`src/design/tmbu_pkg.sv`:
```
// ---------------------------------------------------------------------------
// tmbu_pkg
// Shared types and constants of the tiled masked bitplane unpacker.
// ---------------------------------------------------------------------------
package tmbu_pkg;

    localparam int MAX_LINE_BYTES = 128;
    localparam int MAX_PLANES     = 8;
    localparam int TILE_ROWS_CAP  = 1024;

    localparam int LB_W    = 8;   // line_bytes register
    localparam int TR_W    = 11;  // tile_rows register
    localparam int TH_W    = 8;   // tile_height register
    localparam int PC_W    = 4;   // plane_count register
    localparam int BYTE_W  = 8;
    localparam int CFG_W   = 11;  // widest register
    localparam int IDX_W   = 3;   // register index
    localparam int GROUP   = 8;   // positions per item
    localparam int VB_W    = GROUP * BYTE_W;
    localparam int COL_W   = $clog2(MAX_LINE_BYTES);
    localparam int TROW_W  = $clog2(TILE_ROWS_CAP);
    localparam int PLANE_W = 3;
    localparam int BIDX_W  = 17;

    typedef enum logic [IDX_W-1:0] {
        CFG_LINE_BYTES  = 3'd0,
        CFG_TILE_ROWS   = 3'd1,
        CFG_TILE_HEIGHT = 3'd2,
        CFG_PLANE_COUNT = 3'd3,
        CFG_FIRST_VALUE = 3'd4
    } t_cfg_idx;

    typedef struct packed {
        logic [LB_W-1:0]   line_bytes;
        logic [TR_W-1:0]   tile_rows;
        logic [TH_W-1:0]   tile_height;
        logic [PC_W-1:0]   plane_count;
    } t_cfg;

    // first_value write also reloads the held value in the front end
    typedef struct packed {
        logic              load;
        logic [BYTE_W-1:0] value;
    } t_fv_load;

    // one classified item: bytes already resolved per position
    typedef struct packed {
        logic            drop;
        logic [VB_W-1:0] bytes;
    } t_q_entry;

endpackage

```
`src/design/tmbu_front.sv`:
```
// ---------------------------------------------------------------------------
// tmbu_front
// Accepts items, applies mask reload and resolves the byte of each position.
// ---------------------------------------------------------------------------
module tmbu_front (
    input  logic                          i_clk,
    input  logic                          i_rst_n,
    input  tmbu_pkg::t_cfg                i_cfg,
    input  tmbu_pkg::t_fv_load            i_fv,
    input  logic                          i_valid,
    output logic                          o_stall,
    input  logic                          i_reload_mask,
    input  logic [7:0]                    i_mask_byte,
    input  logic [63:0]                   i_value_bytes,
    input  logic                          i_q_full,
    output logic                          o_push,
    output tmbu_pkg::t_q_entry            o_entry
);
    import tmbu_pkg::*;

    logic [BYTE_W-1:0] r_mask;
    logic [BYTE_W-1:0] r_value;
    logic [BYTE_W-1:0] n_value;
    logic [BYTE_W-1:0] w_mask;
    logic [VB_W-1:0]   w_bytes;
    logic              w_drop;

    assign w_drop = (i_cfg.line_bytes == '0) || (i_cfg.tile_rows == '0) ||
                    (i_cfg.tile_height == '0) || (i_cfg.plane_count == '0);
    assign w_mask = i_reload_mask ? i_mask_byte : r_mask;

    // position r uses mask bit 7-r; set bits consume value bytes in order
    always_comb begin
        logic [BYTE_W-1:0] cur;
        logic [2:0]        cnt;
        cur     = r_value;
        cnt     = '0;
        w_bytes = '0;
        for (int r = 0; r < GROUP; r++) begin
            if (w_mask[GROUP-1-r]) begin
                cur = i_value_bytes[{cnt, 3'b000} +: BYTE_W];
                cnt = cnt + 3'd1;
            end
            w_bytes[r*BYTE_W +: BYTE_W] = cur;
        end
        n_value = cur;
    end

    assign o_stall       = i_q_full;
    assign o_push        = i_valid && !i_q_full;
    assign o_entry.drop  = w_drop;
    assign o_entry.bytes = w_bytes;

    always_ff @(posedge i_clk) begin
        if (!i_rst_n) begin
            r_mask  <= '0;
            r_value <= '0;
        end else begin
            if (i_fv.load) begin
                r_value <= i_fv.value;
            end else if (o_push && !w_drop) begin
                r_value <= n_value;
            end
            if (o_push && !w_drop && i_reload_mask) begin
                r_mask <= i_mask_byte;
            end
        end
    end

endmodule

```
`src/design/tmbu_queue.sv`:
```
// ---------------------------------------------------------------------------
// tmbu_queue
// Two-entry queue between the front end and the back end.
// ---------------------------------------------------------------------------
module tmbu_queue (
    input  logic                 i_clk,
    input  logic                 i_rst_n,
    input  logic                 i_push,
    input  tmbu_pkg::t_q_entry   i_entry,
    output logic                 o_full,
    input  logic                 i_pop,
    output logic                 o_valid,
    output tmbu_pkg::t_q_entry   o_entry
);
    import tmbu_pkg::*;

    t_q_entry   r_mem [2];
    logic       r_wr;
    logic       r_rd;
    logic [1:0] r_count;

    assign o_full  = (r_count == 2'd2);
    assign o_valid = (r_count != 2'd0);
    assign o_entry = r_mem[r_rd];

    always_ff @(posedge i_clk) begin
        if (i_push) begin
            r_mem[r_wr] <= i_entry;
        end
    end

    always_ff @(posedge i_clk) begin
        if (!i_rst_n) begin
            r_wr    <= 1'b0;
            r_rd    <= 1'b0;
            r_count <= '0;
        end else begin
            if (i_push) begin
                r_wr <= !r_wr;
            end
            if (i_pop) begin
                r_rd <= !r_rd;
            end
            r_count <= r_count + 2'(i_push) - 2'(i_pop);
        end
    end

    a_no_overflow: assert property (@(posedge i_clk) disable iff (!i_rst_n)
        o_full |-> !i_push) else $error("queue push while full");
    a_no_underflow: assert property (@(posedge i_clk) disable iff (!i_rst_n)
        !o_valid |-> !i_pop) else $error("queue pop while empty");
    a_count_range: assert property (@(posedge i_clk) disable iff (!i_rst_n)
        r_count != 2'd3) else $error("queue count out of range");

endmodule

```
`src/design/tmbu_back.sv`:
```
// ---------------------------------------------------------------------------
// tmbu_back
// Walks picture positions; one result per cycle, two stages, unless stalled.
// ---------------------------------------------------------------------------
module tmbu_back (
    input  logic                          i_clk,
    input  logic                          i_rst_n,
    input  tmbu_pkg::t_cfg                i_cfg,
    input  logic                          i_q_valid,
    input  tmbu_pkg::t_q_entry            i_q_entry,
    output logic                          o_pop,
    output logic                          o_valid,
    input  logic                          i_stall,
    output logic [2:0]                    o_plane,
    output logic [16:0]                   o_byte_index,
    output logic [7:0]                    o_pixel_byte,
    output logic                          o_last_of_group,
    output logic                          o_picture_done
);
    import tmbu_pkg::*;

    // position counters and current item
    logic [PLANE_W-1:0] r_plane;
    logic [TROW_W-1:0]  r_trow;
    logic [COL_W-1:0]   r_col;
    logic [TH_W-1:0]    r_rit;
    logic               r_finished;
    logic               r_busy;
    logic [2:0]         r_k;
    logic [VB_W-1:0]    r_bytes;

    // stage 1: line computed
    logic               r_s1_valid;
    logic [BIDX_W-1:0]  r_s1_line;
    logic [COL_W-1:0]   r_s1_col;
    logic [PLANE_W-1:0] r_s1_plane;
    logic [BYTE_W-1:0]  r_s1_byte;
    logic               r_s1_last;
    logic               r_s1_done;

    // output register
    logic               r_out_valid;
    logic [PLANE_W-1:0] r_out_plane;
    logic [BIDX_W-1:0]  r_out_idx;
    logic [BYTE_W-1:0]  r_out_byte;
    logic               r_out_last;
    logic               r_out_done;

    logic [LB_W-1:0]    w_eff_lb;
    logic [TR_W-1:0]    w_eff_tr;
    logic [PC_W-1:0]    w_eff_pc;
    logic               w_en;
    logic               w_emit;
    logic               w_row_wrap;
    logic               w_col_wrap;
    logic               w_trow_wrap;
    logic               w_fin_set;
    logic               w_row_last;
    logic               w_free;
    logic               w_fin_now;
    logic [17:0]        w_prod;
    logic [BIDX_W-1:0]  w_line;
    logic [24:0]        w_iprod;
    logic [BIDX_W-1:0]  w_idx;

    assign w_eff_lb = (i_cfg.line_bytes > LB_W'(MAX_LINE_BYTES)) ?
                      LB_W'(MAX_LINE_BYTES) : i_cfg.line_bytes;
    assign w_eff_tr = (i_cfg.tile_rows > TR_W'(TILE_ROWS_CAP)) ?
                      TR_W'(TILE_ROWS_CAP) : i_cfg.tile_rows;
    assign w_eff_pc = (i_cfg.plane_count > PC_W'(MAX_PLANES)) ?
                      PC_W'(MAX_PLANES) : i_cfg.plane_count;

    // whole result pipeline moves unless the output is held
    assign w_en   = !r_out_valid || !i_stall;
    assign w_emit = r_busy && w_en;

    // a counter at or past its limit wraps on its next advance
    assign w_row_wrap  = !(({1'b0, r_rit} + 9'd1) < {1'b0, i_cfg.tile_height});
    assign w_col_wrap  = !(({1'b0, r_col} + 8'd1) < w_eff_lb);
    assign w_trow_wrap = !(({1'b0, r_trow} + 11'd1) < w_eff_tr);
    assign w_fin_set   = w_row_wrap && w_col_wrap && w_trow_wrap &&
                         !(({1'b0, r_plane} + 4'd1) < w_eff_pc);
    assign w_row_last  = (r_k == 3'd7) || w_fin_set;

    assign w_free    = !r_busy || (w_emit && w_row_last);
    assign o_pop     = w_free && i_q_valid;
    assign w_fin_now = r_finished || (w_emit && w_fin_set);

    assign w_prod = {8'd0, r_trow} * {10'd0, i_cfg.tile_height};
    assign w_line = w_prod[BIDX_W-1:0] + {9'd0, r_rit};

    assign w_iprod = {8'd0, r_s1_line} * {17'd0, w_eff_lb};
    assign w_idx   = w_iprod[BIDX_W-1:0] + {10'd0, r_s1_col};

    always_ff @(posedge i_clk) begin
        if (!i_rst_n) begin
            r_plane     <= '0;
            r_trow      <= '0;
            r_col       <= '0;
            r_rit       <= '0;
            r_finished  <= 1'b0;
            r_busy      <= 1'b0;
            r_k         <= '0;
            r_s1_valid  <= 1'b0;
            r_out_valid <= 1'b0;
        end else begin
            if (w_emit) begin
                r_rit <= w_row_wrap ? '0 : r_rit + 8'd1;
                if (w_row_wrap) begin
                    r_col <= w_col_wrap ? '0 : r_col + 7'd1;
                    if (w_col_wrap) begin
                        r_trow <= w_trow_wrap ? '0 : r_trow + 10'd1;
                        if (w_trow_wrap) begin
                            r_plane <= w_fin_set ? '0 : r_plane + 3'd1;
                        end
                    end
                end
                if (w_fin_set) begin
                    r_finished <= 1'b1;
                end
            end
            // the last position of a group leaves the count to the next load
            if (w_emit && !w_row_last) begin
                r_k <= r_k + 3'd1;
            end
            if (w_free) begin
                if (i_q_valid && !i_q_entry.drop && !w_fin_now) begin
                    r_busy <= 1'b1;
                    r_k    <= '0;
                end else begin
                    r_busy <= 1'b0;
                end
            end
            if (w_en) begin
                r_s1_valid  <= w_emit;
                r_out_valid <= r_s1_valid;
            end
        end
    end

    always_ff @(posedge i_clk) begin
        if (o_pop) begin
            r_bytes <= i_q_entry.bytes;
        end
        if (w_en) begin
            r_s1_line   <= w_line;
            r_s1_col    <= r_col;
            r_s1_plane  <= r_plane;
            r_s1_byte   <= r_bytes[{r_k, 3'b000} +: BYTE_W];
            r_s1_last   <= w_row_last;
            r_s1_done   <= w_fin_set;
            r_out_plane <= r_s1_plane;
            r_out_idx   <= w_idx;
            r_out_byte  <= r_s1_byte;
            r_out_last  <= r_s1_last;
            r_out_done  <= r_s1_done;
        end
    end

    assign o_valid         = r_out_valid;
    assign o_plane         = r_out_plane;
    assign o_byte_index    = r_out_idx;
    assign o_pixel_byte    = r_out_byte;
    assign o_last_of_group = r_out_last;
    assign o_picture_done  = r_out_done;

    a_busy_not_done: assert property (@(posedge i_clk) disable iff (!i_rst_n)
        r_busy |-> !r_finished) else $error("walking positions after picture end");
    a_done_is_last: assert property (@(posedge i_clk) disable iff (!i_rst_n)
        (r_out_valid && r_out_done) |-> r_out_last)
        else $error("picture end not marked as last of group");
    a_done_sets_flag: assert property (@(posedge i_clk) disable iff (!i_rst_n)
        (w_emit && w_fin_set) |=> (r_finished && !r_busy))
        else $error("finish not recorded");
    a_idle_after_last: assert property (@(posedge i_clk) disable iff (!i_rst_n)
        (w_emit && (r_k == 3'd7) && !o_pop) |=> !r_busy)
        else $error("group runs past eight positions");

endmodule

```
`src/design/tiled_masked_bitplane_unpack.sv`:
```
// ---------------------------------------------------------------------------
// tiled_masked_bitplane_unpack
// Masked bitplane group decoder: front end, queue, position walker.
// ---------------------------------------------------------------------------
// Input channel (i_valid / o_stall): one item per group of eight positions,
// with an optional mask reload and up to eight value bytes.
// Output channel (o_valid / i_stall): one result per position, carrying the
// plane, byte index within the plane and decoded byte, with group-end and
// picture-end flags.
// Config channel (i_cfg_valid / o_cfg_ready, ready always high): register
// index and data; write only while the block is idle.
// An accepted item passes the queue, the walker, stage 1 and the output
// register before its first result shows. Results leave one per cycle
// unless stalled; an item that yields no result just frees the walker.
// A two-entry queue lets the front end keep taking items while results are
// stalled; the input stalls only when that queue is full.
// When the receiver stalls, the output register and the pipeline behind it
// hold, and the walker pauses.
// Reset (synchronous, active low) restores the default registers, clears the
// mask, held value, position counters and the picture-done state.
// ---------------------------------------------------------------------------
module tiled_masked_bitplane_unpack (
    input  logic        i_clk,
    input  logic        i_rst_n,
    input  logic        i_cfg_valid,
    output logic        o_cfg_ready,
    input  logic [2:0]  i_cfg_index,
    input  logic [10:0] i_cfg_data,
    input  logic        i_valid,
    output logic        o_stall,
    input  logic        i_reload_mask,
    input  logic [7:0]  i_mask_byte,
    input  logic [63:0] i_value_bytes,
    output logic        o_valid,
    input  logic        i_stall,
    output logic [2:0]  o_plane,
    output logic [16:0] o_byte_index,
    output logic [7:0]  o_pixel_byte,
    output logic        o_last_of_group,
    output logic        o_picture_done
);
    import tmbu_pkg::*;

    t_cfg      r_cfg;
    t_fv_load  w_fv;
    t_q_entry  w_push_entry;
    t_q_entry  w_head;
    logic      w_push;
    logic      w_pop;
    logic      w_full;
    logic      w_q_valid;
    logic      w_wr;

    assign o_cfg_ready = 1'b1;
    assign w_wr        = i_cfg_valid && o_cfg_ready;
    assign w_fv.load   = w_wr && (t_cfg_idx'(i_cfg_index) == CFG_FIRST_VALUE);
    assign w_fv.value  = i_cfg_data[BYTE_W-1:0];

    always_ff @(posedge i_clk) begin
        if (!i_rst_n) begin
            r_cfg.line_bytes  <= LB_W'(40);
            r_cfg.tile_rows   <= TR_W'(1);
            r_cfg.tile_height <= TH_W'(8);
            r_cfg.plane_count <= PC_W'(1);
        end else if (w_wr) begin
            case (t_cfg_idx'(i_cfg_index))
                CFG_LINE_BYTES:  r_cfg.line_bytes  <= i_cfg_data[LB_W-1:0];
                CFG_TILE_ROWS:   r_cfg.tile_rows   <= i_cfg_data[TR_W-1:0];
                CFG_TILE_HEIGHT: r_cfg.tile_height <= i_cfg_data[TH_W-1:0];
                CFG_PLANE_COUNT: r_cfg.plane_count <= i_cfg_data[PC_W-1:0];
                default: ;
            endcase
        end
    end

    tmbu_front u_front (
        .i_clk         (i_clk),
        .i_rst_n       (i_rst_n),
        .i_cfg         (r_cfg),
        .i_fv          (w_fv),
        .i_valid       (i_valid),
        .o_stall       (o_stall),
        .i_reload_mask (i_reload_mask),
        .i_mask_byte   (i_mask_byte),
        .i_value_bytes (i_value_bytes),
        .i_q_full      (w_full),
        .o_push        (w_push),
        .o_entry       (w_push_entry)
    );

    tmbu_queue u_queue (
        .i_clk   (i_clk),
        .i_rst_n (i_rst_n),
        .i_push  (w_push),
        .i_entry (w_push_entry),
        .o_full  (w_full),
        .i_pop   (w_pop),
        .o_valid (w_q_valid),
        .o_entry (w_head)
    );

    tmbu_back u_back (
        .i_clk           (i_clk),
        .i_rst_n         (i_rst_n),
        .i_cfg           (r_cfg),
        .i_q_valid       (w_q_valid),
        .i_q_entry       (w_head),
        .o_pop           (w_pop),
        .o_valid         (o_valid),
        .i_stall         (i_stall),
        .o_plane         (o_plane),
        .o_byte_index    (o_byte_index),
        .o_pixel_byte    (o_pixel_byte),
        .o_last_of_group (o_last_of_group),
        .o_picture_done  (o_picture_done)
    );

endmodule
```
`config.mk`:
```
export PLATFORM = sky130hd
export DESIGN_NAME = tiled_masked_bitplane_unpack
export DESIGN_NICKNAME = d
export VERILOG_FILES = /design/src/design/tmbu_pkg.sv /design/src/design/tmbu_front.sv /design/src/design/tmbu_queue.sv /design/src/design/tmbu_back.sv /design/src/design/tiled_masked_bitplane_unpack.sv
export SDC_FILE = /design/constraint.sdc
export NUM_CORES = 1
export LEC_CHECK = 0
export ABC_AREA = 1
export BUFFER_PORTS_ARGS = -buffer_cell sky130_fd_sc_hd__buf_4
export CAP_MARGIN = 20
export CELL_PAD_IN_SITES_DETAIL_PLACEMENT = 0
export CELL_PAD_IN_SITES_GLOBAL_PLACEMENT = 1
export CORE_ASPECT_RATIO = 2
export CORE_MARGIN = 5
export CORE_UTILIZATION = 48
export CTS_CLUSTER_SIZE = 25
export DETAILED_ROUTE_END_ITERATION = 12
export PLACE_DENSITY_LB_ADDON = 0.1
export SLEW_MARGIN = 10
export SYNTH_ARGS = -nofsm -noshare
export SYNTH_HDL_FRONTEND = slang
export SYNTH_SLANG_ARGS = --single-unit
```
`constraint.sdc`:
```
create_clock -name i_clk -period 10.8 [get_ports i_clk]
set_clock_uncertainty 0.2 [all_clocks]
set_input_delay 1.08 -clock i_clk [delete_from_list [all_inputs] [get_ports i_clk]]
set_output_delay 1.08 -clock i_clk [all_outputs]
set_load 0.02 [all_outputs]
```
==> results of run 1 <==
## power by group
group	switching (W)	internal, W	leakage [nW]	total (W)
combinational	0.00126	0.000480	8.78	0.00174
clock	0.000511	0.000529	0.460	0.00104
sequential	0.000131	0.00188	3.34	0.00201
total	0.00190	0.00289	12.6	0.00479
## synthesized netlist by cell type (48+ instances only)
cell and number:
nand2_1 782, inv_1 449, nand3_1 410, edfxtp_1 261, nor2_1 202, fa_1 127, a21oi_1 125, o21ai_0 118
ha_1 114, dfxtp_1 87, clkbuf_1 67, xor2_1 48
## critical path, delay by kind of cell
family | cells | cell delay (ps)
AOI/OAI and AO/OA | 2 | 1060
buffers and inverters | 5 | 1170
adders and majority gates | 4 | 1690
and+or+nand+nor | 12 | 3460
## flip-flops by register name, summed over array words and instances, names as in the netlist, 2 cells and up, named ones only
signal,flops
u_back.o_pixel_byte,8
u_back.r_bytes,64
u_back.r_plane,3
u_back.r_s1_line,17
r_cfg,31
u_front.r_mask,8
u_back.r_trow,10
u_queue.r_count,2
u_back.r_col,7
u_back.o_plane,3
u_back.r_s1_byte,8
u_back.r_rit,8
u_queue.r_mem,130
u_front.r_value,8
u_back.r_s1_plane,3
u_back.r_s1_col,7
u_back.r_k,3
u_back.o_byte_index,17
## cells in the final DEF (no fill, tap or decap), types with 14 or more instances in the layout
| master | n |
|---|---|
| clkbuf_16 | 30 |
| nand2_1 | 781 |
| edfxtp_1 | 261 |
| nand2_2 | 18 |
| nor2_1 | 200 |
| fa_1 | 127 |
| o22ai_1 | 17 |
| ha_1 | 114 |
| dfxtp_1 | 86 |
| inv_1 | 450 |
| xor2_1 | 48 |
| buf_4 | 149 |
| a21oi_1 | 124 |
| nand3_1 | 410 |
| xnor2_1 | 14 |
| o21ai_0 | 118 |
## final timing paths
path / start / end / slack, ps
setup / recovery: i_reload_mask / u_queue.r_mem[1][56] / 2410
hold / removal: u_back.r_s1_plane[1] / u_back.o_plane[1] / 220
setup reg to reg: u_front.r_mask[6] / u_queue.r_mem[1][56] / 2770
hold reg to reg: u_back.r_s1_plane[1] / u_back.o_plane[1] / 220
## layout make-up
| type | instances | area (um2) |
|---|---|---|
| Fill cell | 4818 | 23900 |
| Timing Repair Buffer | 151 | 1150 |
| Clock buffer | 34 | 766 |
| Inverter | 463 | 1740 |
| Clock inverter | 19 | 139 |
| Tap cell | 654 | 818 |
| Sequential cell | 348 | 9580 |
| Multi-Input combinational cell | 2084 | 12500 |
## cells by family (layout without fill, tap and decap cells)
kind of cell | after synthesis | after routing | share of synthesized area, %
compound gates | 302 | 302 | 6.64
xor+xnor | 62 | 62 | 2.23
fa+ha+maj | 241 | 241 | 16.3
buf+inv | 584 | 667 | 9.52
flops | 348 | 348 | 39.3
mux | 1 | 1 | 0.0410
other cells | 1 | 1 | 0.0154
simple gates | 1477 | 1477 | 26.0
## metal layers
metal	wire (um)	track usage, %	part of all wire (%)
met1	28100	29.8	30
met2	51900	65.8	55
met3	3590	3.28	3.8
met4	11400	31.1	12
met5	0	0	0
## metrics by stage
stage	instances	total power, W	worst slack, ps	utilization, %
after CTS	3751	0.00479	2560	52.7
after floorplan	3016	0.00310	2980	-
after global routing	3753	0.00503	1920	52.8
final	3753	0.00479	2410	52.8
after global placement	3698	0.00372	2150	50.9
after detailed placement	3698	0.00375	1960	50.9
==> out/metrics.csv, run 1 <==
metric,value,unit
number of hold buffers added after CTS,0,
Inserted Diodes,0,
first-pass GRT wire length,139,mm
CP Max Fanout,35,
Yosys warnings,0,
Setup Buffers After CTS,0,
share of the synthesized area in the top cell type,32.1,%
Synth cell types,44,
Avg WL per Cell,25.3,um
IO Pins,125,
RePlAce Congestion,1.03,
Pre-antenna DRT Iters,5,
leading area contributor after synthesis,edfxtp_1,
core area,0.0507,mm2
pin count of the biggest net entering global routing,68,
Die H,329,um
clock latency on the worst-skew pair,580,ps
synthesis-to-layout area growth,9.57,%
Final #Nets,3410,
WP data arrival,8530,ps
placed cell area,0.0258,mm2
Worst Path Required,10930,ps
Std-Cell Rows,117,
Worst Max-Slew Pin Slew,997,ps
cell mode on critical path,ha_1,
outcome,"complete, no violations",
grt ovf,0,
total power density per cell area,179,mW/mm2
Mapped Area,0.0244,mm2
CTS Buf Count,29,
crit-path cells,buf_4 -> o21ai_2 -> clkinv_1 -> ha_1 -> inv_1 -> nand3_2 -> nand2_4 -> nand2_2 -> nand2_2 -> ha_1 -> or2_2 -> nand2_2 -> inv_2 -> ha_1 -> or2_2 -> nand2_4 -> inv_2 -> ha_1 -> o21ai_2 -> nand3_1 -> nand3_1 -> nand3_1 -> and2_1,
Synth Area per Inst,8.09,um2
DRT iter0 DRCs,1426,
Final Cell Area,0.0267,mm2
H-tree levels,1,
slowest CP cell,o21ai_2,
Min-Delay Path Class,flip-flop to flip-flop,
hold_ws,221,ps
worst-case reg-to-reg path depth,23,
register area share after synthesis,39.3,%
post-route ant nets,0,
vias per std cell,5.61,
Synth Instances,3016,
MaxCap Viol Count,0,
slew margin rel.,32.9,%
crit end category,flip-flop,
TNS Setup,0,ps
Clock Path Buffers,3,
clock root buffer,clkbuf_16,
CTS tree,yes,
initial antenna violation count,0,
Final Max Slew Viols,0,
Routed WL,94.9,mm
CP max stage delay,700,ps
Main synth FF type,edfxtp_1,
# DRC,0,
critical path type,input pin to flip-flop,
post-synthesis async set-or-reset flop share,0,%
RSZ-0062 raised after global routing,false,
ranking of synthesized cells by area,"edfxtp_1, nand2_1, fa_1, nand3_1, dfxtp_1",
Post-CTS Resized,0,
min Tclk post-route,8390,ps
initial core utilization,48.1,%
Fin. Hold Viols,0,
share of layout cells above drive strength 1,8.52,%
worst vdd ir,0.000137,V
fmax,119,MHz
width of the die,169,um
routed via count,21100,
Tot GR Track Use,34.1,%
Worst setup SP type,input pin,
clk slew on worst S/H paths,70,ps
clk sinks,348,
Buffers on Ports,123,
"EDFF count, synth",261,
Post-Syn Nets,3349,
Yosys reg bits,348,
HPWL after DPL,75.8,mm
Die ar.,0.0557,mm2
Pleak,12.6,nW
fin crit share,77.7,%
# setup viols final,0,
hold path depth,0,
vias in the first global route,22000,
Note: power is estimated with default switching activity, not from simulation.
==> inputs of run 2 (changes only) <==
clock period = 7.9 ns   (was 10.8 ns; I/O delays follow)
==> out/metrics.csv, run 2 (same netlist as run 1, synthesis figures left out) <==
metric,value,unit
outcome,"complete, no violations",
Clk pwr share,22.7,%
Die ar.,0.0557,mm2
RSZ-0062 raised after global routing,false,
Avg WL per Cell,22.7,um
Seq pwr share,41.4,%
crit end category,flip-flop,
Tot GR Track Use,30.7,%
# DRC,0,
Fin. Hold Viols,0,
core area,0.0507,mm2
hold_ws,219,ps
IO Pins,125,
fin crit share,84.9,%
RePlAce Congestion,1.00,
clock latency on the worst-skew pair,590,ps
width of the die,169,um
clk slew on worst S/H paths,70,ps
# setup viols final,0,
reg2reg setup slack,1250,ps
HPWL after DPL,68.4,mm
routed via count,20700,
Min-Delay Path Class,flip-flop to flip-flop,
share of layout cells above drive strength 1,8.79,%
WP data arrival,6830,ps
routed wl met3,2.89,mm
CP Max Fanout,19,
critical path type,input pin to flip-flop,
initial antenna violation count,0,
fin cells,3761,
Net Sw Frac,38.4,%
Std-Cell Rows,117,
DRT iter0 DRCs,1320,
initial core utilization,48.1,%
Buffers on Ports,123,
grt ovf,0,
"most common cell after layout, fill and taps aside",nand2_1,
Clock Path Buffers,3,
Int Pwr,0.00403,W
Worst Path Required,8020,ps
combinational share of power,35.9,%
pin count of the biggest net entering global routing,69,
setup slack after layout,1190,ps
total power density per cell area,244,mW/mm2
area of the multi-input gates,0.0125,mm2
"commonest non-fill, non-tap cells in the layout","nand2_1, inv_1, nand3_1",
slew margin rel.,26.8,%
Design Power,0.00654,W
H-tree levels,1,
Setup Buffers After CTS,0,
Placed Cells,3707,
dpl ws,585,ps
clock root buffer,clkbuf_16,
TNS Setup,0,ps
Final Max Slew Viols,0,
top sig layer,met4,
CTS tree,yes,
MaxCap Viol Count,0,
met2 WL post-DR,48.3,mm
vias in the first global route,21700,
Pleak,12.6,nW
Die H,329,um
first-pass GRT wire length,128,mm
Worst Max-Slew Pin Slew,1100,ps
Pre-antenna DRT Iters,6,
min Tclk post-route,6710,ps
clk sinks,348,
Worst setup SP type,input pin,
fmax,149,MHz
largest registers,"u_queue.r_mem x130, u_back.r_bytes x64, r_cfg x31",
synthesis-to-layout area growth,9.98,%
Inserted Diodes,0,
most flop-heavy register,u_queue.r_mem,
Final #Nets,3417,
number of hold buffers added after CTS,0,
CTS Buf Count,29,
met1 wire length,26.4,mm
post-route ant nets,0,
P_sw,0.00251,W
fillers,4879,
vias per std cell,5.50,
Register Area,0.00958,mm2
Routed WL,85.6,mm
max FFs per register,130,
Post-CTS Resized,0,
worst vdd ir,0.000189,V
-- run 2: cell count changes in the layout (fill, tap and decap cells not counted), moves of 2 or more --
cell        previous run  this run
clkbuf_1               4         2
clkinv_4               2         4
inv_4                  4         1
bufinv_16              0         3
buf_4                149       157
inv_1                450       448
inv_8                  2         0
clkinvlp_4             1         3
clkinv_1               5         7
-- run 2: final cells by class --
class | instances | area share (%)
inverter | 463 | 6.49
clock buffer | 32 | 2.78
tap | 654 | 3.05
clock inverter | 22 | 0.802
multi-input combinational | 2084 | 46.7
sequential | 348 | 35.7
timing repair buffer | 158 | 4.47
-- run 2: worst max-delay path: stages --
cell	delay [ps]
buf_4	170
o21ai_2	350
clkinv_1	420
ha_1	520
inv_1	120
nand3_2	120
nand2_4	50
inv_1	230
ha_1	290
nand2_1	110
nand2_2	70
ha_1	250
or2_2	300
nand2_2	90
inv_2	160
ha_1	330
or2_2	320
nand2_4	250
inv_2	240
ha_1	360
o21ai_2	720
nand3_1	160
nand3_1	130
nand3_1	90
and2_1	160
-- run 2: power groups by stage --
stage / registers [W] / logic (W) / clock network [W]
floorplan: 0.00278 / 0.00146 / 0
global placement: 0.00274 / 0.00230 / 0
detailed placement: 0.00275 / 0.00235 / 0
CTS: 0.00271 / 0.00236 / 0.00151
global route: 0.00274 / 0.00258 / 0.00157
finish: 0.00271 / 0.00235 / 0.00148
-- run 2: final timing paths --
check | from | end | depth (start not counted)
worst max-delay path | i_reload_mask | u_queue.r_mem[1][56] | 25
worst min-delay path | u_back.r_s1_byte[1] | u_back.o_pixel_byte[1] | 0
worst max register to register | u_front.r_mask[6] | u_queue.r_mem[1][56] | 25
worst min register to register | u_back.r_s1_byte[1] | u_back.o_pixel_byte[1] | 0
-- run 2: metrics by stage --
step / utilization, % / cell area, um2
CTS: 53.0 / 26800
finish: 53.0 / 26800
detailed placement: 51.1 / 25900
global placement: 51.0 / 25800
floorplan: - / 24400
global route: 53.0 / 26800
-- run 2: metal layers --
layer | vias up | track usage [%]
li1 | 9858 | -
met3 | 284 | 2.48
met4 | 0 | 23.1
met5 | - | 0
met2 | 684 | 61.0
met1 | 9867 | 27.7
